File: src/sv/mma_pkg.sv
// ----------------------------------------------------------------------------
// mma_pkg
// Shared types, constants and the data length lookup for the MIDI assembler.
// ----------------------------------------------------------------------------
package mma_pkg;

  localparam int unsigned ByteW   = 8;
  localparam int unsigned DataW   = 7;
  localparam int unsigned LenW    = 2;
  localparam int unsigned TableW  = 32;
  localparam int unsigned MsgW    = ByteW + 2 * DataW + LenW;
  localparam int unsigned TdataW  = ((MsgW + 7) / 8) * 8;

  // Counts: 2 for 8..B and E, 1 for C and D, 0 elsewhere
  localparam logic [TableW-1:0] TableReset = 32'h25AA_0000;

  localparam logic [LenW-1:0] LenStatusOnly = 2'd1;
  localparam logic [LenW-1:0] LenOneData    = 2'd2;
  localparam logic [LenW-1:0] LenTwoData    = 2'd3;

  typedef struct packed {
    logic [LenW-1:0]  length;
    logic [DataW-1:0] data2;
    logic [DataW-1:0] data1;
    logic [ByteW-1:0] status;
  } msg_t;

  // Data byte count for a status byte, saturated to two
  function automatic logic [1:0] data_count(input logic [TableW-1:0] tbl,
                                            input logic [ByteW-1:0]  st);
    logic [1:0] c;
    c = tbl[{st[7:4], 1'b0} +: 2];
    return (c == 2'd3) ? 2'd2 : c;
  endfunction

endpackage

File: src/sv/mma_core.sv
// ----------------------------------------------------------------------------
// mma_core
// Input byte register, running status state and message assembly logic.
// ----------------------------------------------------------------------------
module mma_core
  import mma_pkg::*;
(
  input  logic              clk,
  input  logic              rst,
  input  logic              cfg_wr_en,
  input  logic [TableW-1:0] cfg_wr_data,
  input  logic              in_valid,
  output logic              in_ready,
  input  logic [ByteW-1:0]  in_byte,
  output logic              res_valid,
  input  logic              res_ready,
  output msg_t              res
);

  logic [TableW-1:0] length_table;
  logic              byte_vld;
  logic [ByteW-1:0]  byte_q;
  logic [ByteW-1:0]  running_status;
  logic [1:0]        bytes_remaining;
  logic              data_seen;
  logic [DataW-1:0]  first_data;

  logic [ByteW-1:0]  running_status_next;
  logic [1:0]        bytes_remaining_next;
  logic              data_seen_next;
  logic [DataW-1:0]  first_data_next;
  logic              advance;

  always_comb begin
    logic [1:0]       cnt_new;
    logic [1:0]       cnt_run;
    logic [1:0]       rem0;
    logic [1:0]       rem1;
    logic             seen0;
    logic [DataW-1:0] fd0;
    logic [DataW-1:0] fd1;
    logic [DataW-1:0] d;

    d       = byte_q[DataW-1:0];
    cnt_new = data_count(length_table, byte_q);
    cnt_run = data_count(length_table, running_status);

    running_status_next  = running_status;
    bytes_remaining_next = bytes_remaining;
    data_seen_next       = data_seen;
    first_data_next      = first_data;
    res_valid            = 1'b0;
    res                  = '0;
    rem0 = bytes_remaining;
    seen0 = data_seen;
    fd0  = first_data;
    fd1  = first_data;
    rem1 = bytes_remaining;

    if (byte_q[ByteW-1]) begin
      // status byte: restart, drop any partial message
      running_status_next  = byte_q;
      bytes_remaining_next = cnt_new;
      data_seen_next       = 1'b0;
      first_data_next      = '0;
      if (cnt_new == 2'd0) begin
        res_valid  = byte_vld;
        res.status = byte_q;
        res.length = LenStatusOnly;
      end
    end else if (bytes_remaining != 2'd0 || cnt_run != 2'd0) begin
      if (bytes_remaining == 2'd0) begin
        // reuse running status
        rem0  = cnt_run;
        seen0 = 1'b0;
        fd0   = '0;
      end
      fd1  = seen0 ? fd0 : d;
      rem1 = rem0 - 2'd1;
      if (rem1 != 2'd0) begin
        bytes_remaining_next = rem1;
        data_seen_next       = 1'b1;
        first_data_next      = fd1;
      end else begin
        bytes_remaining_next = 2'd0;
        data_seen_next       = 1'b0;
        first_data_next      = '0;
        res_valid            = byte_vld;
        res.status           = running_status;
        if (seen0) begin
          res.data1  = fd1;
          res.data2  = d;
          res.length = LenTwoData;
        end else begin
          res.data1  = d;
          res.length = LenOneData;
        end
      end
    end

    advance  = byte_vld && (!res_valid || res_ready);
    in_ready = !byte_vld || advance;
  end

  always_ff @(posedge clk) begin
    if (rst) begin
      length_table    <= TableReset;
      byte_vld        <= 1'b0;
      running_status  <= '0;
      bytes_remaining <= '0;
      data_seen       <= 1'b0;
      first_data      <= '0;
    end else begin
      if (cfg_wr_en) begin
        length_table <= cfg_wr_data;
      end
      if (in_ready) begin
        byte_vld <= in_valid;
      end
      if (advance) begin
        running_status  <= running_status_next;
        bytes_remaining <= bytes_remaining_next;
        data_seen       <= data_seen_next;
        first_data      <= first_data_next;
      end
    end
  end

  always_ff @(posedge clk) begin
    if (in_ready && in_valid) begin
      byte_q <= in_byte;
    end
  end

endmodule

File: src/sv/mma_out.sv
// ----------------------------------------------------------------------------
// mma_out
// Result register toward the downstream stream port.
// ----------------------------------------------------------------------------
module mma_out
  import mma_pkg::*;
(
  input  logic              clk,
  input  logic              rst,
  input  logic              res_valid,
  output logic              res_ready,
  input  msg_t              res,
  output logic              out_valid,
  input  logic              out_ready,
  output logic [TdataW-1:0] out_data
);

  msg_t msg_q;

  assign res_ready = !out_valid || out_ready;
  assign out_data  = TdataW'(msg_q);

  always_ff @(posedge clk) begin
    if (rst) begin
      out_valid <= 1'b0;
    end else if (res_ready) begin
      out_valid <= res_valid;
    end
  end

  always_ff @(posedge clk) begin
    if (res_ready && res_valid) begin
      msg_q <= res;
    end
  end

endmodule

File: src/sv/midi_message_assembler.sv
// ----------------------------------------------------------------------------
// midi_message_assembler
// Turns a raw MIDI byte stream into complete messages with explicit status.
// ----------------------------------------------------------------------------
// One byte is taken per cycle when the downstream side keeps up; a byte
// passes through an input register and the assembly logic into the result
// register, from which the completed message is presented downstream.
// Status bytes set the running status and load the data byte count from
// cfg_wr_data's table (two bits per status high nibble, a count of 3 acts
// as 2); data bytes with no message open reuse the running status. Write
// the table only while the block is idle.
module midi_message_assembler
  import mma_pkg::*;
(
  input  logic              clk,
  input  logic              rst,
  input  logic              cfg_wr_en,
  input  logic [TableW-1:0] cfg_wr_data,
  input  logic              s_axis_tvalid,
  output logic              s_axis_tready,
  input  logic [ByteW-1:0]  s_axis_tdata,   // [7:0] in_byte
  output logic              m_axis_tvalid,
  input  logic              m_axis_tready,
  output logic [TdataW-1:0] m_axis_tdata    // [7:0] msg_status, [14:8] msg_data1,
                                            // [21:15] msg_data2, [23:22] msg_length
);

  logic res_valid;
  logic res_ready;
  msg_t res;

  mma_core u_core (
    .clk         (clk),
    .rst         (rst),
    .cfg_wr_en   (cfg_wr_en),
    .cfg_wr_data (cfg_wr_data),
    .in_valid    (s_axis_tvalid),
    .in_ready    (s_axis_tready),
    .in_byte     (s_axis_tdata),
    .res_valid   (res_valid),
    .res_ready   (res_ready),
    .res         (res)
  );

  mma_out u_out (
    .clk       (clk),
    .rst       (rst),
    .res_valid (res_valid),
    .res_ready (res_ready),
    .res       (res),
    .out_valid (m_axis_tvalid),
    .out_ready (m_axis_tready),
    .out_data  (m_axis_tdata)
  );

  a_ready_when_empty : assert property (@(posedge clk) disable iff (rst)
    !m_axis_tvalid |-> s_axis_tready)
    else $error("input stalled with empty result register");

  a_length_nonzero : assert property (@(posedge clk) disable iff (rst)
    m_axis_tvalid |-> m_axis_tdata[23:22] != 2'd0)
    else $error("result with zero length");

  a_absent_data_zero : assert property (@(posedge clk) disable iff (rst)
    (m_axis_tvalid && m_axis_tdata[23:22] == LenStatusOnly) |->
      (m_axis_tdata[21:8] == 14'd0))
    else $error("status-only message carries data");

  a_one_data_zero : assert property (@(posedge clk) disable iff (rst)
    (m_axis_tvalid && m_axis_tdata[23:22] == LenOneData) |->
      (m_axis_tdata[21:15] == 7'd0))
    else $error("one-data message carries second data byte");

endmodule
File: config.mk
export PLATFORM = sky130hd
export DESIGN_NAME = midi_message_assembler
export DESIGN_NICKNAME = d
export VERILOG_FILES = /design/src/sv/mma_pkg.sv /design/src/sv/mma_core.sv /design/src/sv/mma_out.sv /design/src/sv/midi_message_assembler.sv
export SDC_FILE = /design/constraint.sdc
export NUM_CORES = 1
export LEC_CHECK = 0
export BUFFER_PORTS_ARGS = -buffer_cell sky130_fd_sc_hd__buf_2
export CELL_PAD_IN_SITES_DETAIL_PLACEMENT = 0
export CELL_PAD_IN_SITES_GLOBAL_PLACEMENT = 2
export CORE_ASPECT_RATIO = 0.75
export CORE_MARGIN = 2
export CORE_UTILIZATION = 36
export DETAILED_ROUTE_END_ITERATION = 10
export GPL_TIMING_DRIVEN = 0
export PLACE_DENSITY = 0.88
export SLEW_MARGIN = 20
export SYNTH_ARGS = -nofsm -noshare
export SYNTH_HDL_FRONTEND = slang
export SYNTH_HIERARCHICAL = 1
export SYNTH_SLANG_ARGS = --single-unit
File: constraint.sdc
create_clock -name clk -period 4.5 [get_ports clk]
set_input_delay 0.45 -clock clk [delete_from_list [all_inputs] [get_ports clk]]
set_output_delay 0.45 -clock clk [all_outputs]
set_load 0.02 [all_outputs]
==> results of run 1 <==
[registers in the layout (all words and copies together), names as in the netlist]
signal,count
u_core/data_seen,1
u_core/byte_q,8
u_out/out_data,24
u_core/byte_vld,1
u_core/running_status,8
u_core/bytes_remaining,2
u_out/out_valid,1
u_core/first_data,7
u_core/length_table,32
[cell families after synthesis]
kind of cell	after synthesis
and+or+nand+nor	101
muxes	46
adders and majority gates	1
DFF	84
AOI/OAI and AO/OA	58
buffers and inverters	34
[layout by cell type (no fill, tap or decap), types with 2 or more instances in the layout]
master	instances
and2_1	7
a22o_2	6
o32ai_1	7
buf_2	75
o21ai_0	2
nor2b_1	8
clkbuf_16	10
a211o_1	7
mux4_1	6
nand2_1	16
clkbuf_1	11
clkinvlp_4	2
a21oi_2	2
mux4_2	7
a21oi_1	14
nor2_1	42
mux2i_1	32
inv_6	4
nand3_1	2
nor3_1	6
edfxtp_1	32
buf_6	2
dfxtp_1	52
a22oi_1	2
inv_1	12
o211ai_1	2
nand2b_1	10
[per-layer routing]
| layer | GRT usage, % | share of wire (%) | up-vias |
|---|---|---|---|
| met3 | 4.57 | 5.4 | 10 |
| li1 | - | - | 1355 |
| met1 | 23.5 | 52 | 1250 |
| met2 | 22.0 | 41 | 71 |
| met5 | 0 | 0 | - |
| met4 | 3.98 | 0.98 | 0 |
[critical path, stage by stage, from the launching register on]
cell	delay [ps]
dfxtp_1	320
buf_6	160
mux4_2	550
mux2_4	310
o221a_2	260
o31ai_1	290
ha_1	250
nand2_1	120
a31o_4	270
inv_2	80
o211ai_1	100
buf_2	200
[report_power, final]
part	switching [mW]	leakage (nW)	total, mW	internal, mW
logic	0.103	1.00	0.197	0.0942
registers	0.0279	0.721	0.853	0.825
clock network	0.309	0.143	0.747	0.437
total	0.440	1.87	1.80	1.36
[how the worst max path moves through the flow]
stage                                          start                     endpoint  slack (ps)  cells after the start
2_1_floorplan  u_core/running_status[4]$_SDFFE_PP0P_  u_out/out_data[0]$_DFFE_PP_        1310                     12
3_3_place_gp   u_core/running_status[4]$_SDFFE_PP0P_  u_out/out_data[6]$_DFFE_PP_         950                     12
3_5_place_dp   u_core/running_status[4]$_SDFFE_PP0P_  u_out/out_data[4]$_DFFE_PP_         950                     12
4_1_cts        u_core/running_status[4]$_SDFFE_PP0P_                s_axis_tready         780                     11
5_1_grt        u_core/running_status[4]$_SDFFE_PP0P_                s_axis_tready         630                     11
6_report       u_core/running_status[4]$_SDFFE_PP0P_                s_axis_tready         790                     11
[layout make-up]
class,count,area [sq um],share of cell area (%)
clock inverters,7,80.1,1.72
repair buffers,70,350,7.52
well taps,136,170,3.65
plain buffers,21,148,3.17
inverters,13,48.8,1.05
multi-input cells,206,1640,35.1
clock buffers,9,225,4.83
flip-flops and latches,84,2000,43.0
==> results_dict.tcl, run 1 <==
set metrics [dict create \
    hold_violations 0 \
    synth_xor_area_share_pct 0 \
    syn_area_per_cell_sq_um 11.8 \
    yosysTopAreaCellShare_pct 27.2 \
    synth_area_leaders "dfxtp_1, edfxtp_1, mux2i_1" \
    detail-route-antenna-nets 0 \
    final_cells 546 \
    post_cts_buffers 0 \
    rrSetupSlack_ps 920 \
    initial_core_util_pct 37.1 \
    routed_wl_mm 8.34 \
    setup_viol 0 \
    ys_warn_count 6 \
    ys_async_sr_fraction_pct 0 \
    die_h_microns 93.4 \
    rsz0062_at_grt "false" \
    place_ws_ps 951 \
    fin_crit_sh_pct 82.5 \
    place_area_sq_um 4350 \
    grt_max_degree 25 \
    dp_hpwl_mm 6.02 \
    synth_compound_area_share_pct 12.4 \
    whs_path_depth 1 \
    fin_crit_ps 3710 \
    coreArea_sq_um 10300 \
    r2r-start "u_core/running_status[4]$_SDFFE_PP0P_" \
    fmax_mhz 269 \
    place_congestion 0.867 \
    synth_top_cell_by_area "dfxtp_1" \
    setup_tns_ps 0 \
    numCtsBuffers 9 \
    die_area_sq_um 11500 \
    p_leak_nw 1.87 \
    status "finished clean" \
    dp.cells 530 \
    hold_path_startpoint "s_axis_tdata[3]" \
    whs_ps 288 \
    wl_per_cell_microns 15.3 \
    ys_seq_area_share_pct 52.2 \
    r2r_cells 12 \
    synth_simple_gate_area_share_pct 12.9 \
    hold_path_class "primary input to flip-flop" \
    synthMuxAreaShare_pct 17.0 \
    synthAdderAreaFrac_pct 0.326 \
    p_total_mw 1.80 \
    n_antenna_cell 0 \
    clock_path_buffers 2 \
    drtIter0Drc 216 \
    ctsResizeCount 0 \
    grt_usage_pct 15.7 \
    numPortBuffers 70 \
    max-slew-margin-rel_pct 53.8 \
    die_w_microns 123 \
    final_nets 451 \
    arrival_ps 3260 \
    rows 32 \
    root_buffer "clkbuf_16" \
    grt_pass1_wl_mm 13.5 \
    fin_area_sq_um 4660 \
    finalWorstSetupSlack_ps 787 \
    critPathLaunchType "flip-flop" \
    powerDensity_nw_per_um2 386 \
    synth_cells 324 \
    endpoint_kind "output port" \
    irDropWorstVdd_v 0.000242 \
    synthFlopType "dfxtp_1" \
    viasPerCell 4.92 \
    holdBufCountCts 0 \
    fill_cells 989 \
    yosysMostFrequentCell "dfxtp_1" \
    cts_tree "yes" \
    crit_type "flip-flop to output port" \
    synth_top_family_by_area "multiplexers" \
    drc 0 \
    firstDrtPassIters 4 \
    area_delta_synth_final_pct 21.5 \
    htree_levels 3 \
    syn_nets 370 \
    route.vias.total 2686 \
    layout-drive-gt1-share_pct 30.5 \
    fin_util_pct 45.1 \
    synthDistinctLibCells 56 \
    clkTransAtPathRegs_ps 60 \
    io_pins 71 \
    yosys_register_bits 84 \
    worstHoldEndpoint "u_core/byte_q[3]$_DFFE_PP_" \
    grt_pass1_vias 2610 \
    synth_edf_count 32 \
    synth.cells.most_frequent "dfxtp_1, nor2_1, edfxtp_1, mux2i_1, nand2_1" \
    cp_data_required_time_ps 4050 \
    overflow 0 \
    clk_latency_ps 340 \
    r2r_end "u_out/out_data[19]$_DFFE_PP_" \
    slew_violations 0 \
    clock_sinks 84 \
    antenna_found_initial 0 \
    crit_fanout 10 \
    synth_area_sq_um 3830 \
    maxCapViolCount 0 \
    fin_skew_ps 8.20 \
    worst_pin_slew_ps 689 \
]
Power figures use the tool's default switching activity.
==> run 2: changes to the inputs <==
Settings changed: CORE_UTILIZATION 36 to 33, PLACE_DENSITY 0.88 to 0.85.
Clock period 4.5 ns to 3.4 ns, I/O delays scaled along.
==> run 2 against run 1 <==
  * Clock skew about the same
  * Core utilization down 3.3 points
  * Count of clock-buffer cells in the layout unchanged
  * Hold slack worse by 110 ps
  * Die area up 8.7%
  * Sequential cell count unchanged
  * Largest power group unchanged
==> results_dict.tcl, run 2 (same netlist as run 1, synthesis figures left out) <==
set metrics [dict create \
    fmax_mhz 301 \
    place_congestion 0.833 \
    fin_area_sq_um 4780 \
    route.vias.total 2785 \
    die_w_microns 128 \
    viasPerCell 4.94 \
    final_common_cell "buf_2" \
    routed_wl_mm 9.09 \
    root_buffer "clkbuf_16" \
    layout-drive-gt1-share_pct 33.8 \
    fin_util_pct 41.8 \
    numPortBuffers 70 \
    layout_common_cells "buf_2, dfxtp_1, nor2_1" \
    coreArea_sq_um 11400 \
    drtIter0Drc 177 \
    place_area_sq_um 4360 \
    arrival_ps 2980 \
    endpoint_kind "output port" \
    clk_latency_ps 340 \
    fin_crit_ps 3320 \
    antenna_found_initial 0 \
    cts_tree "yes" \
    setup_tns_ps 0 \
    dp_hpwl_mm 6.34 \
    cp_data_required_time_ps 3060 \
    final_nets 461 \
    p_int_mw 1.80 \
    worst_pin_slew_ps 749 \
    p_switching_mw 0.595 \
    grt_pass1_vias 2698 \
    rsz0062_at_grt "true" \
    p_total_mw 2.40 \
    hold_violations 0 \
    slew_violations 0 \
    clkPwrFrac_pct 41.0 \
    critPathLaunchType "flip-flop" \
    status "finished clean" \
    area_delta_synth_final_pct 24.8 \
    clkTransAtPathRegs_ps 60 \
    cpPeakStageDelay_ps 520 \
    n_antenna_cell 0 \
    fin_skew_ps 8.38 \
    switching_share_pct 24.8 \
    drc 0 \
    crit_type "flip-flop to output port" \
    crit_chain "buf_8 -> mux4_2 -> mux2_4 -> o221a_4 -> o31ai_4 -> ha_2 -> nand2_2 -> a31o_4 -> inv_2 -> o211ai_1 -> buf_4" \
    largest_reg_flops 32 \
    die_h_microns 97.3 \
    rows 34 \
    seqPwrFrac_pct 47.2 \
    die_area_sq_um 12500 \
    wl_per_cell_microns 16.1 \
    hold_path_class "primary input to flip-flop" \
    setup_viol 0 \
    clock_sinks 84 \
    cp_slowest_cell "mux4_2" \
    powerDensity_nw_per_um2 501 \
    grt_pass1_wl_mm 14.3 \
    grt_max_degree 25 \
    fin_crit_sh_pct 97.6 \
    grt_usage_pct 14.9 \
    maxCapViolCount 0 \
    htree_levels 3 \
    max-slew-margin-rel_pct 50.0 \
    irDropWorstVdd_v 0.000240 \
    p_leak_nw 1.91 \
    firstDrtPassIters 4 \
    holdBufCountCts 0 \
    io_pins 71 \
    clock_path_buffers 2 \
    crit_fanout 8 \
    regMostFlops "u_core/length_table" \
    whs_ps 177 \
    detail-route-antenna-nets 0 \
    combinationalPowerShare_pct 11.8 \
    initial_core_util_pct 33.5 \
    overflow 0 \
    numCtsBuffers 9 \
]
-- run 2: worst max-delay path, delay by kind of cell (launching register included) --
family	cells	cell delay [ps]
multiplexers	2	830
AO/OA/AOI/OAI	4	780
buffers and inverters	3	390
flip-flops	1	330
adder cells (fa/ha/maj)	1	230
AND/OR/NAND/NOR	1	80
-- run 2: final timing paths --
| check | from | endpoint | slack, ps | cells after the start |
|---|---|---|---|---|
| worst max-delay path | u_core/running_status[4]$_SDFFE_PP0P_ | s_axis_tready | 80 | 11 |
| worst min register to register | u_core/first_data[1]$_SDFFE_PP0P_ | u_core/first_data[1]$_SDFFE_PP0P_ | 470 | 2 |
| worst max register to register | u_core/running_status[4]$_SDFFE_PP0P_ | u_core/first_data[5]$_SDFFE_PP0P_ | 170 | 14 |
| worst min-delay path | s_axis_tdata[3] | u_core/byte_q[3]$_DFFE_PP_ | 180 | 1 |
-- run 2: cell type report --
type | count | area (sq um)
Clock inverter | 7 | 75.1
Timing Repair Buffer | 79 | 420
Tap cell | 144 | 180
Multi-Input combinational cell | 207 | 1680
Inverter | 13 | 48.8
Fill cell | 1103 | 6660
Clock buffer | 9 | 225
Buffer | 21 | 151
Sequential cell | 84 | 2000
-- run 2: routing by layer --
layer | vias to the layer above | GRT usage (%) | part of all wire (%)
met5 | - | 0 | 0
met4 | 0 | 2.96 | 0.20
met3 | 2 | 5.56 | 8.4
met2 | 110 | 21.3 | 42
met1 | 1304 | 21.7 | 49
li1 | 1369 | - | -
-- run 2: repair_timing --
| action | 4_1_cts | 5_1_grt |
|---|---|---|
| pin swaps | 2 | 3 |
| setup buffers | 7 | 2 |
| endpoints found under the hold margin | 0 | 0 |
| setup endpoints to repair | 33 | 40 |
| gates resized for setup | 5 | 9 |
| cloned | 0 | 1 |
-- run 2: stage by stage --
| step | instances | worst slack, ps |
|---|---|---|
| 5_1_grt | 564 | -50.9 |
| 4_1_cts | 561 | 9.25 |
| 2_1_floorplan | 324 | 207 |
| 6_report | 564 | 81.6 |
| 3_5_place_dp | 538 | -149 |
| 3_3_place_gp | 538 | -162 |
-- run 2: power by group through the flow --
stage          combinational [mW]  sequential [mW]  clock, mW
2_1_floorplan               0.178             1.15          0
3_3_place_gp                0.259             1.15          0
3_5_place_dp                0.262             1.15          0
4_1_cts                     0.277             1.13       1.01
5_1_grt                     0.312             1.14       1.05
6_report                    0.283             1.13      0.984
==> run 3: changes to the inputs <==
Settings changed: BUFFER_PORTS_ARGS -buffer_cell sky130_fd_sc_hd__buf_2 to unset, CORE_UTILIZATION 33 to 37, DONT_BUFFER_PORTS set to 1, PLACE_DENSITY 0.85 to 0.83.
==> run 3 against run 2 <==
  * Combinational power is 16% lower
  * Clock power fell by 1%
  * Count of clock-buffer cells in the layout is the same
  * First-iteration DRC count is 28% lower
==> results_dict.tcl, run 3 (same netlist as run 1, synthesis figures left out) <==
set metrics [dict create \
    arrival_ps 2950 \
    grt_pass1_vias 2456 \
    crit_chain "buf_8 -> mux4_2 -> mux2_4 -> o221a_4 -> o31ai_4 -> ha_2 -> nand2_2 -> a31o_4 -> inv_2 -> o211ai_1" \
    initial_core_util_pct 37.7 \
    numCtsBuffers 9 \
    setup_tns_ps 0 \
    viasPerCell 5.23 \
    p_leak_nw 1.63 \
    coreArea_sq_um 10200 \
    maxCapViolCount 0 \
    r2r_cells 13 \
    grt_usage_pct 16.6 \
    fin_crit_ps 3290 \
    hold_path_startpoint "rst" \
    critPathLaunchType "flip-flop" \
    crit_fanout 5 \
    clock_sinks 84 \
    slew_violations 0 \
    irDropWorstVdd_v 0.000256 \
    fin_crit_sh_pct 96.9 \
    io_pins 71 \
    clk_latency_ps 340 \
    n_antenna_cell 0 \
    clock_path_buffers 2 \
    drtIter0Drc 127 \
    final_cells 483 \
    endpoint_kind "output port" \
    grt_max_degree 16 \
    die_h_microns 92.2 \
    hold_violations 0 \
    route.vias.total 2528 \
    worst_pin_slew_ps 699 \
    hold_path_class "primary input to flip-flop" \
    max-slew-margin-rel_pct 53.4 \
    cpPeakStageDelay_ps 520 \
    antenna_found_initial 1 \
    die_w_microns 122 \
    setup_viol 0 \
    wl_per_cell_microns 17.7 \
    fmax_mhz 304 \
    dp.cells 460 \
    rows 32 \
    area_delta_synth_final_pct 15.0 \
    numPortBuffers 0 \
    detail-route-antenna-nets 0 \
    drc 0 \
    firstDrtPassIters 4 \
    cts_tree "yes" \
    grt_pass1_wl_mm 13.8 \
    final_nets 388 \
    place_congestion 0.821 \
    crit_type "flip-flop to output port" \
    cp_top_family "compound AO/OA/AOI/OAI gates" \
    worst-path-stages 10 \
    status "finished clean" \
    cp_data_required_time_ps 3060 \
    die_area_sq_um 11200 \
    rrSetupSlack_ps 180 \
    dp_hpwl_mm 5.99 \
    layout-drive-gt1-share_pct 20.2 \
    regMostFlops "u_core/length_table" \
    cp-startpoint "u_core/running_status[4]$_SDFFE_PP0P_" \
    largest_reg_flops 32 \
    htree_levels 3 \
    powerDensity_nw_per_um2 534 \
    overflow 0 \
    r2r_end "u_core/first_data[4]$_SDFFE_PP0P_" \
    clkTransAtPathRegs_ps 60 \
    routed_wl_mm 8.53 \
    fin_skew_ps 7.10 \
    final_common_cell "dfxtp_1" \
    cp_slowest_cell "mux4_2" \
    holdBufCountCts 0 \
    crit_end "s_axis_tready" \
    cp.buffers_inverters 2 \
    r2r-start "u_core/running_status[4]$_SDFFE_PP0P_" \
    layout_common_cells "dfxtp_1, nor2_1, mux2i_1, edfxtp_1, nand2_1" \
    root_buffer "clkbuf_16" \
]
run 3: final cells by class:
type	instances	area, sq um
Fill cell	956	5760
Sequential cell	84	2000
Multi-Input combinational cell	207	1690
Clock buffer	9	225
Tap cell	136	170
Buffer	21	154
Clock inverter	7	76.3
Inverter	13	48.8
Timing Repair Buffer	6	45.0
run 3: worst min path at each step:
stage                                        end  slack [ps]  depth (start not counted)
floorplan           u_out/out_valid$_SDFFE_PP0P_         400                          1
global placement    u_out/out_valid$_SDFFE_PP0P_         400                          1
detailed placement  u_out/out_valid$_SDFFE_PP0P_         410                          1
CTS                 u_out/out_valid$_SDFFE_PP0P_          40                          1
global route        u_out/out_valid$_SDFFE_PP0P_          40                          1
finish              u_out/out_valid$_SDFFE_PP0P_          50                          1
run 3: through the flow:
step | total power [mW] | hold slack (ps) | area (sq um) | setup slack (ps) | utilization [%]
2_1_floorplan | 1.33 | 402 | 3830 | 207 | -
3_3_place_gp | 1.38 | 405 | 4000 | -133 | 39.4
3_5_place_dp | 1.38 | 405 | 4000 | -136 | 39.4
4_1_cts | 2.37 | 41.2 | 4360 | 7.51 | 42.8
5_1_grt | 2.45 | 39.2 | 4410 | -12.6 | 43.4
6_report | 2.35 | 55.0 | 4410 | 106 | 43.4
run 3: metal layers:
| layer | global-route usage, % | wire, microns | vias up |
|---|---|---|---|
| li1 | - | - | 1231 |
| met1 | 23.7 | 4250 | 1225 |
| met2 | 22.9 | 3650 | 67 |
| met3 | 6.41 | 550 | 5 |
| met4 | 5.75 | 79 | 0 |
| met5 | 0 | 0 | - |
run 3: timing repair:
item | 4_1_cts | 5_1_grt
pin swaps | 2 | 5
resized for setup | 6 | 9
endpoints found under the setup margin | 33 | 12
buffers inserted | 3 | 2
cloned | 2 | 0
run 3: power breakdown:
part           internal [mW]  total, mW  leakage (nW)  switching, mW
Combinational          0.116      0.237         0.770          0.122
Sequential              1.09       1.14         0.722         0.0489
Clock                  0.572      0.974         0.142          0.402
